--- config.mk ---
export PLATFORM = sky130hd
export DESIGN_NAME = radix_digit_emitter
export DESIGN_NICKNAME = d
export VERILOG_FILES = /design/src/rtl/rde_pkg.sv /design/src/rtl/rde_front.sv /design/src/rtl/rde_back.sv /design/src/rtl/radix_digit_emitter.sv
export SDC_FILE = /design/constraint.sdc
export NUM_CORES = 1
export LEC_CHECK = 0
export BUFFER_PORTS_ARGS = -buffer_cell sky130_fd_sc_hd__buf_4
export CAP_MARGIN = 0
export CORE_MARGIN = 2
export CORE_UTILIZATION = 58
export DETAILED_ROUTE_END_ITERATION = 7
export PLACE_DENSITY = 0.75
export SETUP_SLACK_MARGIN = 0.02
export SLEW_MARGIN = 5
export SYNTH_ARGS = -nofsm -noshare
export SYNTH_HDL_FRONTEND = slang
export SYNTH_SLANG_ARGS = --single-unit
--- constraint.sdc ---
create_clock -name clk -period 15.6 [get_ports clk]
set_input_delay 1.56 -clock clk [delete_from_list [all_inputs] [get_ports clk]]
set_output_delay 1.56 -clock clk [all_outputs]
set_load 0.01 [all_outputs]
--- src/rtl/rde_pkg.sv ---
// Shared types, constants and helper functions for the radix digit emitter.
// Used by rde_front, rde_back and radix_digit_emitter; depends on nothing else.
package rde_pkg;

  // Field and register widths.
  localparam int VALUE_W   = 32;
  localparam int CHAR_W    = 8;
  localparam int RADIX_W   = 5;
  localparam int DIGIT_W   = 4;
  localparam int CFG_DW    = 64;
  localparam int CFG_IDX_W = 2;
  localparam int NUM_CHARS = 16;

  // Largest base the character table supports.
  localparam int MAX_RADIX = 16;

  // Default for the digit count limit.
  localparam int MAX_DIGITS_DEF = 32;

  // The divider retires one byte of the dividend per cycle.
  localparam int STEP_BITS     = 8;
  localparam int STEPS_PER_DIG = VALUE_W / STEP_BITS;
  localparam int STEP_CNT_W    = $clog2(STEPS_PER_DIG);

  // Input word queue between front and back.
  localparam int QDEPTH   = 2;
  localparam int QPTR_W   = 1;
  localparam int QCNT_W   = 2;

  // Reset values of the configuration registers.
  localparam logic [RADIX_W-1:0] RADIX_RST    = 5'd16;
  localparam logic [CFG_DW-1:0]  CHARS_LO_RST = 64'h3736353433323130;
  localparam logic [CFG_DW-1:0]  CHARS_HI_RST = 64'h6665646362613938;

  // Characters that may not appear in the table.
  localparam logic [CHAR_W-1:0] CH_NUL   = 8'h00;
  localparam logic [CHAR_W-1:0] CH_PLUS  = 8'h2B;
  localparam logic [CHAR_W-1:0] CH_MINUS = 8'h2D;

  // Configuration register indexes.
  typedef enum logic [CFG_IDX_W-1:0] {
    REG_RADIX    = 2'd0,
    REG_CHARS_LO = 2'd1,
    REG_CHARS_HI = 2'd2
  } cfg_idx_t;

  // Back end sequencer states.
  typedef enum logic [1:0] {
    BK_IDLE = 2'd0,
    BK_DIV  = 2'd1,
    BK_EMIT = 2'd2
  } bk_state_t;

  // Current configuration as seen by front and back.
  typedef struct packed {
    logic [RADIX_W-1:0]              radix;
    logic [NUM_CHARS-1:0][CHAR_W-1:0] chars;
  } cfg_t;

  // Head word of the queue offered to the back end.
  typedef struct packed {
    logic               vld;
    logic [VALUE_W-1:0] value;
  } fe_item_t;

  // Back end status for checking at the top level.
  typedef struct packed {
    bk_state_t          state;
    logic [DIGIT_W-1:0] rem;
    logic               cnt_zero;
  } bk_stat_t;

  // The table is usable when the base is in range and every entry in use is
  // a legal, distinct character.
  function automatic logic table_ok(cfg_t c);
    logic ok;
    ok = (c.radix >= 5'd2) && (c.radix <= RADIX_W'(MAX_RADIX));
    for (int i = 0; i < NUM_CHARS; i++) begin
      if (RADIX_W'(i) < c.radix) begin
        if (c.chars[i] == CH_NUL || c.chars[i] == CH_PLUS || c.chars[i] == CH_MINUS) begin
          ok = 1'b0;
        end
        for (int j = 0; j < i; j++) begin
          if (c.chars[j] == c.chars[i]) begin
            ok = 1'b0;
          end
        end
      end
    end
    return ok;
  endfunction

endpackage

--- src/rtl/rde_front.sv ---
// Front end of the radix digit emitter: accepts words, drops them when the
// character table is unusable, and queues the rest. Depends on rde_pkg.
module rde_front (
  input  logic                        clk,
  input  logic                        rst_n,
  input  rde_pkg::cfg_t               cfg,
  input  logic                        in_valid,
  output logic                        in_stall,
  input  logic [rde_pkg::VALUE_W-1:0] in_value,
  output rde_pkg::fe_item_t           item,
  input  logic                        pop
);

  logic [rde_pkg::VALUE_W-1:0] q_mem_r [rde_pkg::QDEPTH];
  logic [rde_pkg::QPTR_W-1:0]  wr_ptr_r, wr_ptr_nxt;
  logic [rde_pkg::QPTR_W-1:0]  rd_ptr_r, rd_ptr_nxt;
  logic [rde_pkg::QCNT_W-1:0]  q_cnt_r, q_cnt_nxt;
  logic                        tbl_ok;
  logic                        push;
  logic                        do_pop;

  // Classify: a word is kept only when the table is usable.
  assign tbl_ok   = rde_pkg::table_ok(cfg);
  assign in_stall = (q_cnt_r == rde_pkg::QCNT_W'(rde_pkg::QDEPTH));
  assign push     = in_valid && !in_stall && tbl_ok;
  assign do_pop   = pop && (q_cnt_r != '0);

  // Queue head offered to the back end.
  assign item.vld   = (q_cnt_r != '0);
  assign item.value = q_mem_r[rd_ptr_r];

  // Pointer and fill count update.
  always_comb begin
    wr_ptr_nxt = push   ? wr_ptr_r + 1'b1 : wr_ptr_r;
    rd_ptr_nxt = do_pop ? rd_ptr_r + 1'b1 : rd_ptr_r;
    q_cnt_nxt  = q_cnt_r;
    if (push && !do_pop) begin
      q_cnt_nxt = q_cnt_r + 1'b1;
    end else if (!push && do_pop) begin
      q_cnt_nxt = q_cnt_r - 1'b1;
    end
  end

  always_ff @(posedge clk) begin
    if (!rst_n) begin
      wr_ptr_r <= '0;
      rd_ptr_r <= '0;
      q_cnt_r  <= '0;
    end else begin
      wr_ptr_r <= wr_ptr_nxt;
      rd_ptr_r <= rd_ptr_nxt;
      q_cnt_r  <= q_cnt_nxt;
    end
  end

  // Queue storage.
  always_ff @(posedge clk) begin
    if (push) begin
      q_mem_r[wr_ptr_r] <= in_value;
    end
  end

endmodule

--- src/rtl/rde_back.sv ---
// Back end of the radix digit emitter: divides by the base one byte of
// dividend per cycle, buffers the digits and emits characters MSB first.
// Depends on rde_pkg.
module rde_back #(
  parameter int MAX_DIGITS = rde_pkg::MAX_DIGITS_DEF
) (
  input  logic                       clk,
  input  logic                       rst_n,
  input  rde_pkg::cfg_t              cfg,
  input  rde_pkg::fe_item_t          item,
  output logic                       pop,
  output logic                       out_valid,
  input  logic                       out_stall,
  output logic [rde_pkg::CHAR_W-1:0] out_character,
  output logic                       out_last_digit,
  output rde_pkg::bk_stat_t          stat
);

  localparam int CNT_W = $clog2(MAX_DIGITS + 1);
  localparam int IDX_W = (MAX_DIGITS > 1) ? $clog2(MAX_DIGITS) : 1;

  rde_pkg::bk_state_t               st_r, st_nxt;
  logic [rde_pkg::VALUE_W-1:0]      div_r, div_nxt;
  logic [rde_pkg::DIGIT_W-1:0]      rem_r, rem_nxt;
  logic [rde_pkg::STEP_CNT_W-1:0]   step_r, step_nxt;
  logic [CNT_W-1:0]                 cnt_r, cnt_nxt;
  logic                             out_valid_r, out_valid_nxt;
  logic [rde_pkg::CHAR_W-1:0]       out_char_r, out_char_nxt;
  logic                             out_last_r, out_last_nxt;
  logic [rde_pkg::DIGIT_W-1:0]      buf_r [MAX_DIGITS];
  logic                             buf_we;
  logic [CNT_W-1:0]                 cnt_m1;
  logic [rde_pkg::STEP_BITS-1:0]    step_q;
  logic [rde_pkg::DIGIT_W-1:0]      step_rem;
  logic [rde_pkg::VALUE_W-1:0]      quot_next;

  // Eight restoring division steps on the top byte of the dividend.
  always_comb begin : div_step
    logic [rde_pkg::DIGIT_W:0] t;
    logic [rde_pkg::DIGIT_W-1:0] r;
    r      = rem_r;
    step_q = '0;
    for (int k = 0; k < rde_pkg::STEP_BITS; k++) begin
      t = {r, div_r[rde_pkg::VALUE_W-1-k]};
      if (t >= cfg.radix) begin
        step_q[rde_pkg::STEP_BITS-1-k] = 1'b1;
        t = t - cfg.radix;
      end
      r = t[rde_pkg::DIGIT_W-1:0];
    end
    step_rem = r;
  end

  assign quot_next = {div_r[rde_pkg::VALUE_W-rde_pkg::STEP_BITS-1:0], step_q};
  assign cnt_m1    = cnt_r - 1'b1;

  // Sequencer: take a word, divide digit by digit, then emit.
  always_comb begin
    st_nxt        = st_r;
    div_nxt       = div_r;
    rem_nxt       = rem_r;
    step_nxt      = step_r;
    cnt_nxt       = cnt_r;
    out_valid_nxt = out_valid_r && out_stall;
    out_char_nxt  = out_char_r;
    out_last_nxt  = out_last_r;
    pop           = 1'b0;
    buf_we        = 1'b0;
    unique case (st_r)
      rde_pkg::BK_IDLE: begin
        if (item.vld) begin
          pop      = 1'b1;
          div_nxt  = item.value;
          rem_nxt  = '0;
          step_nxt = '0;
          cnt_nxt  = '0;
          st_nxt   = rde_pkg::BK_DIV;
        end
      end
      rde_pkg::BK_DIV: begin
        div_nxt  = quot_next;
        rem_nxt  = step_rem;
        step_nxt = step_r + 1'b1;
        if (step_r == rde_pkg::STEP_CNT_W'(rde_pkg::STEPS_PER_DIG - 1)) begin
          // One digit is complete; keep only the low MAX_DIGITS digits.
          buf_we  = (cnt_r < CNT_W'(MAX_DIGITS));
          cnt_nxt = buf_we ? cnt_r + 1'b1 : cnt_r;
          rem_nxt = '0;
          if (quot_next == '0) begin
            st_nxt = rde_pkg::BK_EMIT;
          end
        end
      end
      rde_pkg::BK_EMIT: begin
        if (!out_valid_r || !out_stall) begin
          out_valid_nxt = 1'b1;
          out_char_nxt  = cfg.chars[buf_r[cnt_m1[IDX_W-1:0]]];
          out_last_nxt  = (cnt_r == CNT_W'(1));
          cnt_nxt       = cnt_m1;
          if (cnt_r == CNT_W'(1)) begin
            st_nxt = rde_pkg::BK_IDLE;
          end
        end
      end
      default: begin
        st_nxt = rde_pkg::BK_IDLE;
      end
    endcase
  end

  // Control state.
  always_ff @(posedge clk) begin
    if (!rst_n) begin
      st_r        <= rde_pkg::BK_IDLE;
      out_valid_r <= 1'b0;
    end else begin
      st_r        <= st_nxt;
      out_valid_r <= out_valid_nxt;
    end
  end

  // Datapath registers.
  always_ff @(posedge clk) begin
    div_r      <= div_nxt;
    rem_r      <= rem_nxt;
    step_r     <= step_nxt;
    cnt_r      <= cnt_nxt;
    out_char_r <= out_char_nxt;
    out_last_r <= out_last_nxt;
  end

  // Digit buffer, least significant digit at index zero.
  always_ff @(posedge clk) begin
    if (buf_we) begin
      buf_r[cnt_r[IDX_W-1:0]] <= step_rem;
    end
  end

  assign out_valid      = out_valid_r;
  assign out_character  = out_char_r;
  assign out_last_digit = out_last_r;

  assign stat.state    = st_r;
  assign stat.rem      = rem_r;
  assign stat.cnt_zero = (cnt_r == '0);

endmodule

--- src/rtl/radix_digit_emitter.sv ---
// Top level of the radix digit emitter: configuration registers, front end
// queue and back end converter. Depends on rde_pkg, rde_front and rde_back.
//
//   channel  direction  handshake             word
//   in       input      in_valid / in_stall   in_value (32 bits)
//   out      output     out_valid / out_stall out_character, out_last_digit
//   cfg      input      cfg_wr_en             cfg_index, cfg_wdata
//
// Division retires one dividend byte per cycle through eight restoring steps,
// and the buffered digits are then emitted most significant first.
// Reset is synchronous and active low; it restores the default base 16 table.
// A two-word queue keeps taking input while the back end works, until it is full,
// and the output register holds a stalled last character while the divider starts the next word.
module radix_digit_emitter #(
  parameter int MAX_DIGITS = rde_pkg::MAX_DIGITS_DEF
) (
  input  logic                          clk,
  input  logic                          rst_n,
  input  logic                          in_valid,
  output logic                          in_stall,
  input  logic [rde_pkg::VALUE_W-1:0]   in_value,
  output logic                          out_valid,
  input  logic                          out_stall,
  output logic [rde_pkg::CHAR_W-1:0]    out_character,
  output logic                          out_last_digit,
  input  logic                          cfg_wr_en,
  input  logic [rde_pkg::CFG_IDX_W-1:0] cfg_index,
  input  logic [rde_pkg::CFG_DW-1:0]    cfg_wdata
);

  logic [rde_pkg::RADIX_W-1:0] radix_r;
  logic [rde_pkg::CFG_DW-1:0]  chars_lo_r;
  logic [rde_pkg::CFG_DW-1:0]  chars_hi_r;
  rde_pkg::cfg_t               cfg;
  rde_pkg::fe_item_t           fe_item;
  rde_pkg::bk_stat_t           bk_stat;
  logic                        bk_pop;

  // Configuration register writes; unknown indexes are ignored.
  always_ff @(posedge clk) begin
    if (!rst_n) begin
      radix_r    <= rde_pkg::RADIX_RST;
      chars_lo_r <= rde_pkg::CHARS_LO_RST;
      chars_hi_r <= rde_pkg::CHARS_HI_RST;
    end else if (cfg_wr_en) begin
      unique case (rde_pkg::cfg_idx_t'(cfg_index))
        rde_pkg::REG_RADIX:    radix_r    <= cfg_wdata[rde_pkg::RADIX_W-1:0];
        rde_pkg::REG_CHARS_LO: chars_lo_r <= cfg_wdata;
        rde_pkg::REG_CHARS_HI: chars_hi_r <= cfg_wdata;
        default: ;
      endcase
    end
  end

  assign cfg.radix = radix_r;
  assign cfg.chars = {chars_hi_r, chars_lo_r};

  rde_front u_front (
    .clk      (clk),
    .rst_n    (rst_n),
    .cfg      (cfg),
    .in_valid (in_valid),
    .in_stall (in_stall),
    .in_value (in_value),
    .item     (fe_item),
    .pop      (bk_pop)
  );

  rde_back #(
    .MAX_DIGITS (MAX_DIGITS)
  ) u_back (
    .clk            (clk),
    .rst_n          (rst_n),
    .cfg            (cfg),
    .item           (fe_item),
    .pop            (bk_pop),
    .out_valid      (out_valid),
    .out_stall      (out_stall),
    .out_character  (out_character),
    .out_last_digit (out_last_digit),
    .stat           (bk_stat)
  );

  // The partial remainder always stays below the base.
  a_rem_below_base: assert property (@(posedge clk) disable iff (!rst_n)
    bk_stat.state == rde_pkg::BK_DIV |-> {1'b0, bk_stat.rem} < radix_r)
    else $error("division remainder reached the base");

  // Emission never starts or continues with an empty digit buffer.
  a_emit_has_digits: assert property (@(posedge clk) disable iff (!rst_n)
    bk_stat.state == rde_pkg::BK_EMIT |-> !bk_stat.cnt_zero)
    else $error("emission with no buffered digits");

  // The back end only takes a word that the queue offers.
  a_pop_when_valid: assert property (@(posedge clk) disable iff (!rst_n)
    bk_pop |-> fe_item.vld)
    else $error("queue popped while empty");

  // A new word starts dividing right after it leaves the queue.
  a_pop_starts_div: assert property (@(posedge clk) disable iff (!rst_n)
    bk_pop |=> bk_stat.state == rde_pkg::BK_DIV)
    else $error("popped word did not start division");

endmodule
==> summary.txt <==
======================================================================================================
Top fanout value on the critical path                                                               32
Startpoint of the worst hold path                                                         chars_hi_r[17]
Clock transition at the register clock pins on the worst setup and hold paths after CTS          60 ps
Iter 0 DRT Violations                                                                             3534
Count of boundary I/O pins                                                                         114
Number of buffers inserted by hold repair at cts                                                     0
Final setup viols                                                                                    0
Post-synthesis instance total                                                                     3233
Maximum cell stage delay along the critical path                                                820 ps
Highest achievable clock rate                                                                 71.8 MHz
Netlist area before placement                                                              30200 sq um
Net count after synthesis                                                                         3395
Total overflow reported by the global router                                                         0
Setup repair after global routing missed its margin                                              false
Maximum number of pins on one net before global-route repair                                        83
Average routed wire per standard cell                                                          27.0 um
Type of the setup path with the least slack                                               register to register
Run status                                                                                complete, no violations
Root buf cell                                                                             sky130_fd_sc_hd__clkbuf_16
Hold Path Cell Cnt                                                                                   2
Antenna violations before repair                                                                     2
Total via count after detailed routing                                                           25800
Number of fillers in the final layout                                                             4164
Via count of the first global-routing pass                                                       26000
Final Hold Slack                                                                                457 ps
Area fraction in compound gates after synthesis                                                 0.0685
Transition time of the tightest slew-check pin                                                 1330 ps
Post-synthesis adder-cell area fraction                                                         0.0264
Fraction of final layout cells with drive strength greater than 1                                0.123
Antenna-violating nets left                                                                          0
First-pass GRT wire length                                                                      158 mm
Final hold violations                                                                                0
Number of synthesized flops with an enable pin                                                     245
Most frequent cell on the critical path                                                   sky130_fd_sc_hd__o21ai_0
Reg-to-Reg End                                                                            u_back.buf_r[27][3]
Row cnt                                                                                             83
Main combinational cell family by area after synthesis                                    XOR/XNOR gates
CP top delay family                                                                       compound AO/OA/AOI/OAI gates
Synthesized area divided by synthesized cell count                                          9.34 sq um
Number of warnings issued by yosys                                                                   0
DRC errors left                                                                                      0
Final core area utilization                                                                      0.635
Worst hold path endpoint                                                                  chars_hi_r[17]
Final worst-path cycle share                                                                     0.892
Most common cell after layout, fill and taps aside                                        sky130_fd_sc_hd__xnor2_1
Die W                                                                                           232 um
Worst slack at placement                                                                       1400 ps
Net count of the finished layout                                                                  3348
Area of the die                                                                            53900 sq um
Most frequent cells in the layout                                                         sky130_fd_sc_hd__xnor2_1 (565), sky130_fd_sc_hd__xor2_1 (438), sky130_fd_sc_hd__nand2_1 (357)
Synth-to-Final Area Change                                                                       8.10%
Levels on crit path                                                                                 62
Core Box Area                                                                              51400 sq um
Max-slew headroom                                                                                0.108
Weighted congestion reported at the end of routability-driven placement                           1.04
Async S/R FF share, synth                                                                            0
Count of cell types in the netlist                                                                  58
Routed WL                                                                                       105 mm
Worst-case reg-to-reg path depth                                                                    62
Detail Placement HPWL                                                                          65.3 mm
Number of I/O port buffers                                                                         113
Clock latency on the worst-skew pair                                                            590 ps
Total GRT Usage                                                                                  0.391
CTS H-tree lvls                                                                                      2
RR Startpoint                                                                               radix_r[1]
Worst endpoint data arrival time                                                              14230 ps
Average vias per placed instance                                                                  6.62
Shortest clock period the worst path allows after layout                                      13920 ps
Number of register bits inferred by synthesis                                                      386
Total of max-cap violations                                                                          0
Sort of element at the start of the critical path                                             register
Required time of the critical path                                                            15910 ps
Xor/xnor share of the synthesized area                                                           0.291
Count of buffering cells on the critical path with inverters included                                5
Setup total negative slack                                                                        0 ps
Part of the Yosys area used for sequential elements                                              0.337
Fin. max-slew vios                                                                                   0
Initial Utilization                                                                              0.588
Final Skew                                                                                     16.4 ps
Primary FF master, synth                                                                  sky130_fd_sc_hd__edfxtp_1
Bufs on Longest Clock Path                                                                           3
Overall die height                                                                              232 um
First-pass iteration count of the detailed router                                                    7
Worst setup slack for register-to-register paths                                               1680 ps
CTS tree                                                                                           yes
CTS Buf Count                                                                                       42
Share of synthesized cell area in and, or, nand and nor gates                                    0.150
Count of clock tree sinks                                                                          386
Critical Path Slowest Stage Cell                                                          sky130_fd_sc_hd__dfxtp_1
CP endpoint kind                                                                              register
Class of the most critical hold timing path                                               register to register
Min setup slack post-route                                                                     1680 ps
Proportion of synthesized area in mux cells                                                     0.0621
======================================================================================================
==> tightest hold or removal path: cells and delay by family (launching register included) <==
family / cells / cell delay (ps)
compound gates: 1 / 50
flops: 1 / 310
simple gates: 1 / 50
==> repair_timing <==
action                     4_1_cts  5_1_grt
gates resized for setup          0        1
buffers inserted                 0        0
setup endpoints to repair        0       10
==> per-stage QoR <==
| step | area (sq um) | instances |
|---|---|---|
| 6_report | 32700 | 3902 |
| 5_1_grt | 32600 | 3900 |
| 4_1_cts | 32600 | 3899 |
| 3_5_place_dp | 31200 | 3821 |
| 3_3_place_gp | 31200 | 3821 |
| 2_1_floorplan | 30200 | 3233 |
==> cells by family after synthesis <==
family | Yosys count
xor gates and xnor gates | 1003
and+or+nand+nor | 922
DFF | 386
buffers and inverters | 383
AOI/OAI and AO/OA | 347
muxes | 133
adders and majority gates | 59
==> final cells by class <==
| class | instances | area, sq um | share of cell area |
|---|---|---|---|
| Tap cell | 680 | 851 | 0.0261 |
| Multi-Input combinational cell | 2464 | 18100 | 0.554 |
| Sequential cell | 386 | 10200 | 0.312 |
| Inverter | 33 | 124 | 0.00379 |
| Timing Repair Buffer | 259 | 1940 | 0.0595 |
| Clock inverter | 21 | 234 | 0.00717 |
| Clock buffer | 57 | 1220 | 0.0374 |
| Antenna cell | 2 | 5.00 | 0.000153 |
==> layer usage <==
metal  part of all wire  up-vias  GRT usage  wire length (um)
met1               0.35    12200      0.479             37300
li1                   -    11000          -                 -
met2               0.43     2015      0.591             45600
met5            0.00028        -    0.00368                29
met3               0.13      648      0.123             14100
met4              0.077        4      0.259              8150
==> synth_stat cells (all sizes together) (2+ instances only) <==
master,count,area share
nor4,121,0.025
xor2,438,0.13
a21oi,145,0.024
nand3b,6,0.0015
a211oi,35,0.0087
xnor2,565,0.16
nor3,21,0.0035
o22ai,12,0.0025
a41oi,3,0.00087
nand2,358,0.044
clkbuf,62,0.0079
mux2,16,0.0060
o21ai,75,0.012
nor2b,53,0.011
mux4,40,0.030
and2,5,0.0010
nand4,144,0.030
ha,51,0.021
a21boi,5,0.0012
a22oi,21,0.0052
o41ai,2,0.00058
nor3b,2,0.00050
fa,8,0.0053
a32oi,2,0.00058
edfxtp,245,0.24
nor2,104,0.013
a21o,13,0.0032
nand3,77,0.013
a32o,4,0.0013
or3,2,0.00041
buf,288,0.053
o211ai,4,0.00099
nand2b,10,0.0021
or4,15,0.0037
a31o,2,0.00058
inv,33,0.0041
a2111oi,7,0.0020
dfxtp,141,0.093
and3b,2,0.00058
o31ai,2,0.00050
a31oi,8,0.0017
mux2i,77,0.026
==> registers in the layout, indices dropped and copies added, names as in the netlist, 2 cells and up, named ones only <==
name                  cells
u_back.buf_r            128
chars_hi_r               64
u_back.rem_r              4
u_back.div_r             32
u_back.step_r             2
u_back.st_r               2
chars_lo_r               64
u_back.cnt_r              6
u_front.q_cnt_r           2
radix_r                   5
u_back.out_character      8
u_front.q_mem_r          64
==> how the worst max path moves through the flow <==
| stage | startpoint | endpoint | slack, ps |
|---|---|---|---|
| final | radix_r[1] | u_back.buf_r[27][3] | 1680 |
| after global routing | radix_r[1] | u_back.buf_r[14][3] | 400 |
| after CTS | radix_r[1] | u_back.buf_r[14][3] | 1420 |
| after detailed placement | radix_r[1] | u_back.buf_r[15][3] | 1400 |
| after global placement | radix_r[1] | u_back.buf_r[12][3] | 1840 |
| after floorplan | radix_r[1] | u_back.buf_r[0][1] | 2460 |
Power is not shown: default switching activity piles up to over one toggle a cycle in this logic, so the estimate is an artifact.
